## config.mk

```make
export PLATFORM = sky130hd
export DESIGN_NAME = insc_emit
export DESIGN_NICKNAME = d
export VERILOG_FILES = /design/src/rtl/core/insc_pkg.sv /design/src/rtl/core/insc_emit.sv
export SDC_FILE = /design/constraint.sdc
export NUM_CORES = 1
export LEC_CHECK = 0
export BUFFER_PORTS_ARGS = -buffer_cell sky130_fd_sc_hd__buf_2
export CAP_MARGIN = 40
export CORE_ASPECT_RATIO = 1.5
export CORE_UTILIZATION = 25
export CTS_CLUSTER_DIAMETER = 30
export DETAILED_ROUTE_END_ITERATION = 10
export MAX_ROUTING_LAYER = met4
export PLACE_DENSITY = 0.49
export SLEW_MARGIN = 0
export SYNTH_ARGS = -nofsm -noshare
export SYNTH_HDL_FRONTEND = slang
export SYNTH_SLANG_ARGS = --single-unit
```

## constraint.sdc

```tcl
create_clock -name clk_i -period 2.1 [get_ports clk_i]
set_input_delay 0.105 -clock clk_i [delete_from_list [all_inputs] [get_ports clk_i]]
set_output_delay 0.105 -clock clk_i [all_outputs]
set_load 0.1 [all_outputs]
```

## src/rtl/core/insc_pkg.sv

```systemverilog
// Package for the integer nearest-neighbor scaler core.
// Holds sizes, register indexes and the job record passed from control to emitter.
// No dependencies.
package insc_pkg;

  localparam int unsigned MAX_WIDTH  = 2048;
  localparam int unsigned MAX_FACTOR = 16;

  localparam int unsigned PIX_W    = 24;
  localparam int unsigned COL_W    = $clog2(MAX_WIDTH);
  localparam int unsigned WID_W    = 12;
  localparam int unsigned HGT_W    = 13;
  localparam int unsigned FAC_W    = 5;
  localparam int unsigned PHASE_W  = $clog2(MAX_FACTOR);
  localparam int unsigned CNT_W    = $clog2(MAX_FACTOR + 1);
  localparam int unsigned CFG_IDX_W = 2;
  localparam int unsigned CFG_DAT_W = 13;

  localparam logic [CFG_IDX_W-1:0] CFG_ENLARGE = 2'd0;
  localparam logic [CFG_IDX_W-1:0] CFG_FACTOR  = 2'd1;
  localparam logic [CFG_IDX_W-1:0] CFG_WIDTH   = 2'd2;
  localparam logic [CFG_IDX_W-1:0] CFG_HEIGHT  = 2'd3;

  typedef struct packed {
    logic [PIX_W-1:0] pix;
    logic [CNT_W-1:0] copies;
    logic             row_end;
    logic [1:0]       pad;
  } job_t;

endpackage

```

## src/rtl/core/insc_emit.sv

```systemverilog
// Output emitter: sends each job's pixel the requested number of times as beats.
// Depends on insc_pkg.
module insc_emit (
  input  logic                       clk_i,
  input  logic                       rst_ni,
  input  logic                       job_valid_i,
  output logic                       job_take_o,
  input  insc_pkg::job_t             job_i,
  output logic                       out_valid_o,
  input  logic                       out_ready_i,
  output logic [insc_pkg::PIX_W-1:0] pix_o,
  output logic                       row_end_o,
  output logic [1:0]                 pad_o,
  output logic                       last_o
);
  import insc_pkg::*;

  logic             valid_q;
  job_t             job_q;
  logic [CNT_W-1:0] rem_q;
  logic             fire;
  logic             fin;

  assign fire       = valid_q && out_ready_i;
  assign fin        = rem_q == CNT_W'(1);
  assign job_take_o = job_valid_i && (!valid_q || (fire && fin));

  always_ff @(posedge clk_i or negedge rst_ni) begin
    if (!rst_ni) begin
      valid_q <= 1'b0;
      rem_q   <= '0;
    end else if (job_take_o) begin
      valid_q <= 1'b1;
      rem_q   <= job_i.copies;
    end else if (fire) begin
      valid_q <= !fin;
      rem_q   <= rem_q - CNT_W'(1);
    end
  end

  always_ff @(posedge clk_i) begin
    if (job_take_o) begin
      job_q <= job_i;
    end
  end

  assign out_valid_o = valid_q;
  assign pix_o       = job_q.pix;
  assign last_o      = fin;
  assign row_end_o   = fin && job_q.row_end;
  assign pad_o       = (fin && job_q.row_end) ? job_q.pad : 2'd0;

endmodule

```

==> results.ini <==
[run_status]
status = complete, no violations

[synthesis]
synth_common_cells = edfxtp_1 (27), buf_4 (24), dfrtp_1 (6)
synth_cell_type_count = 24
ys_ff_latch = 33
syn_nets = 134
avgSynthCellArea_um2 = 14.57
postSynth.asyncResetShare_pct = 18.18
synth_top_area_share_pct = 57.96
synth-edff-count = 27
synth_top_cell_by_area = edfxtp_1
syn-cell-area_mm2 = 0.001399
synth_cells = 96
synth.most_common_cell = edfxtp_1
synth_area_leaders = edfxtp_1 (58%), buf_4 (13%), dfrtp_1 (11%), ha_1 (1.8%), nor4b_4 (1.7%)
ys_seq_area_share_pct = 68.69
synth-main-ff-cell = edfxtp_1
ys_warn_count = 0

[placed_design]
gp_congestion = 0.6840
dp_cells = 207
dpl_cell_area_mm2 = 0.001677
io_buffer_count = 65
dp_slack_ns = 0.2684
dp_hpwl_mm = 1.867

[clock_tree]
path_clk_slew_ns = 0.06
htreeDepth = 2
clockBufferDepth = 2
clock_latency_ns = 0.27
cts_buffers = 5
cts.sinks = 33
clockRootBuffer = clkbuf_8
cts_tree = done
cts_resized = 0

[worst_setup_path]
crit_required_ns = 2.00
r2r_slack_ns = 0.34
cp_max_fo = 15
start_kind = flip-flop
arrival_ns = 1.87
timing.setup.critical_path_class = flip-flop to output pin
reg2reg_from = rem_q[0]
ff2ff_path_depth = 7
crit_path_max_incr_delay_ns = 0.42
worstSetupEndpointType = output pin
path_cells = ha_1, nor4b_4, buf_4, a31oi_4, bufinv_16, buf_12
rr_endpoint = rem_q[3]
cpMaxStageDelayCell = dfrtp_1

[job]
cap_violations = 0

[floorplan]
die_w_um = 63.08
die_area_mm2 = 0.005905
boundaryPins = 66
rows = 33
core_mm2 = 0.005409
die_h_um = 93.62
start_util_pct = 25.86

[grt]
gr-total-overflow = 0
grt_max_degree = 31
antenna_found_initial = 0
grt_pass1_wl_mm = 3.884
grt_pass1_vias = 877
grt.total_usage_pct = 9.084

[timing]
whs_ns = 0.01133
hold_viol = 0
setup_ws_ns = 0.1271
period_share_pct = 93.95
setup_viol = 0
fmax_ghz = 0.5069
drv_slew = 0
rsz0062_at_grt = no
fin_tns_setup_ns = 0
tightest_slew_ns = 0.4964
relSlewSlack_pct = 67.13
fin_crit_ns = 1.973
skew_ns = 0.002753

[route]
via_count = 924
wl_mm = 2.615
drcViolationCount = 0
drt_iter0_markers = 10
antenna_left = 0
drt_pre_antenna_iters = 3
post_drt_wl_per_cell_um = 11.22
routed_via_density = 3.966

[cells_and_area]
diodes = 0
drive_above_1_share_pct = 51.53
fill_cells = 551
final_core_util_pct = 36.22
layoutNonFillerInstCount = 233
syn2layout_area_growth_pct = 40.07
nets = 200
fin_area_mm2 = 0.001959

[min_path]
holdPathStages = 1
hold_end = pix_o[0]
hold_path_class = input pin to flip-flop
hp-start = job_i[8]

[power]
pwr_density_cell_mw_per_mm2 = 869.7
vdd_drop_max_mv = 0.2451
p_leak_nw = 0.8374
p_total_mw = 1.704

==> metal layers <==
metal / global-route usage, % / vias up / wire length (µm)
li1: - / 448 / -
met1: 9.140 / 424 / 958
met2: 15.41 / 47 / 1423
met3: 2.805 / 5 / 183
met4: 5.233 / 0 / 49
met5: - / - / 0
==> worst max-delay path by stage <==
stage	depth (start not counted)	from	endpoint
6_report	6	rem_q[0]	job_take_o
5_1_grt	7	rem_q[1]	job_take_o
3_5_place_dp	7	rem_q[1]	rem_q[3]
2_1_floorplan	5	rem_q[1]	job_q[0]
3_3_place_gp	5	rem_q[1]	job_q[2]
4_1_cts	6	rem_q[0]	job_take_o
==> critical path: cells and delay by family (launching register included) <==
family / cells / cell delay (ns)
AOI/OAI and AO/OA: 1 / 0.26
adders and majority gates: 1 / 0.22
buffers and inverters: 3 / 0.57
DFF: 1 / 0.42
and+or+nand+nor: 1 / 0.13
==> cell type report <==
| type | instances | area [µm²] | area share [%] |
|---|---|---|---|
| clock buffer | 7 | 86.33 | 4.406 |
| clock inverter | 1 | 30.03 | 1.533 |
| inverter | 5 | 45.04 | 2.299 |
| multi-input combinational | 34 | 242.7 | 12.39 |
| sequential | 33 | 960.9 | 49.04 |
| tap | 70 | 87.58 | 4.470 |
| timing repair buffer | 82 | 498.0 | 25.42 |
| timing repair inverter | 1 | 8.758 | 0.4470 |
==> sequential cells by signal, indices dropped and copies added, names as in the netlist <==
| register | count |
|---|---|
| out_valid_o | 1 |
| job_q | 3 |
| pix_o | 24 |
| rem_q | 5 |
==> report_power, final <==
group          internal, mW  switching (mW)  total [mW]
combinational         0.117           0.175       0.293
sequential            0.765          0.0626       0.828
clock                 0.386           0.197       0.584
total                  1.27           0.435        1.70
==> kinds of logic (layout without fill, tap and decap cells) <==
logic type	after synthesis	after routing	synth area share, %
and+or+nand+nor	19	19	7.872
AOI/OAI and AO/OA	13	13	7.424
DFF	33	33	68.69
buffers and inverters	29	96	14.22
adders and majority gates	2	2	1.789
==> cells in the final DEF, fill, tap and decap left out, types with 2 or more instances in the layout <==
cell	netlist	routed
dlygate4sd3_1	0	12
clkbuf_8	0	6
inv_1	4	4
nand2_1	4	4
ha_1	2	2
nand3_1	2	2
a22oi_1	2	2
o21ai_1	3	3
o21ai_0	2	2
nor2_1	5	5
dfrtp_1	6	6
and3_2	0	2
buf_2	0	64
a311oi_1	2	2
edfxtp_1	27	27
buf_4	24	5
bufinv_16	0	2
==> what timing repair did <==
item | in CTS | in global routing
endpoints found under the hold margin | 15 | 2
hold buffers | 10 | 2
pin swaps | 0 | 1
setup buffers | 2 | 3
setup endpoints to repair | 1 | 1
cloned | 0 | 1
Power figures use the tool's default switching activity.
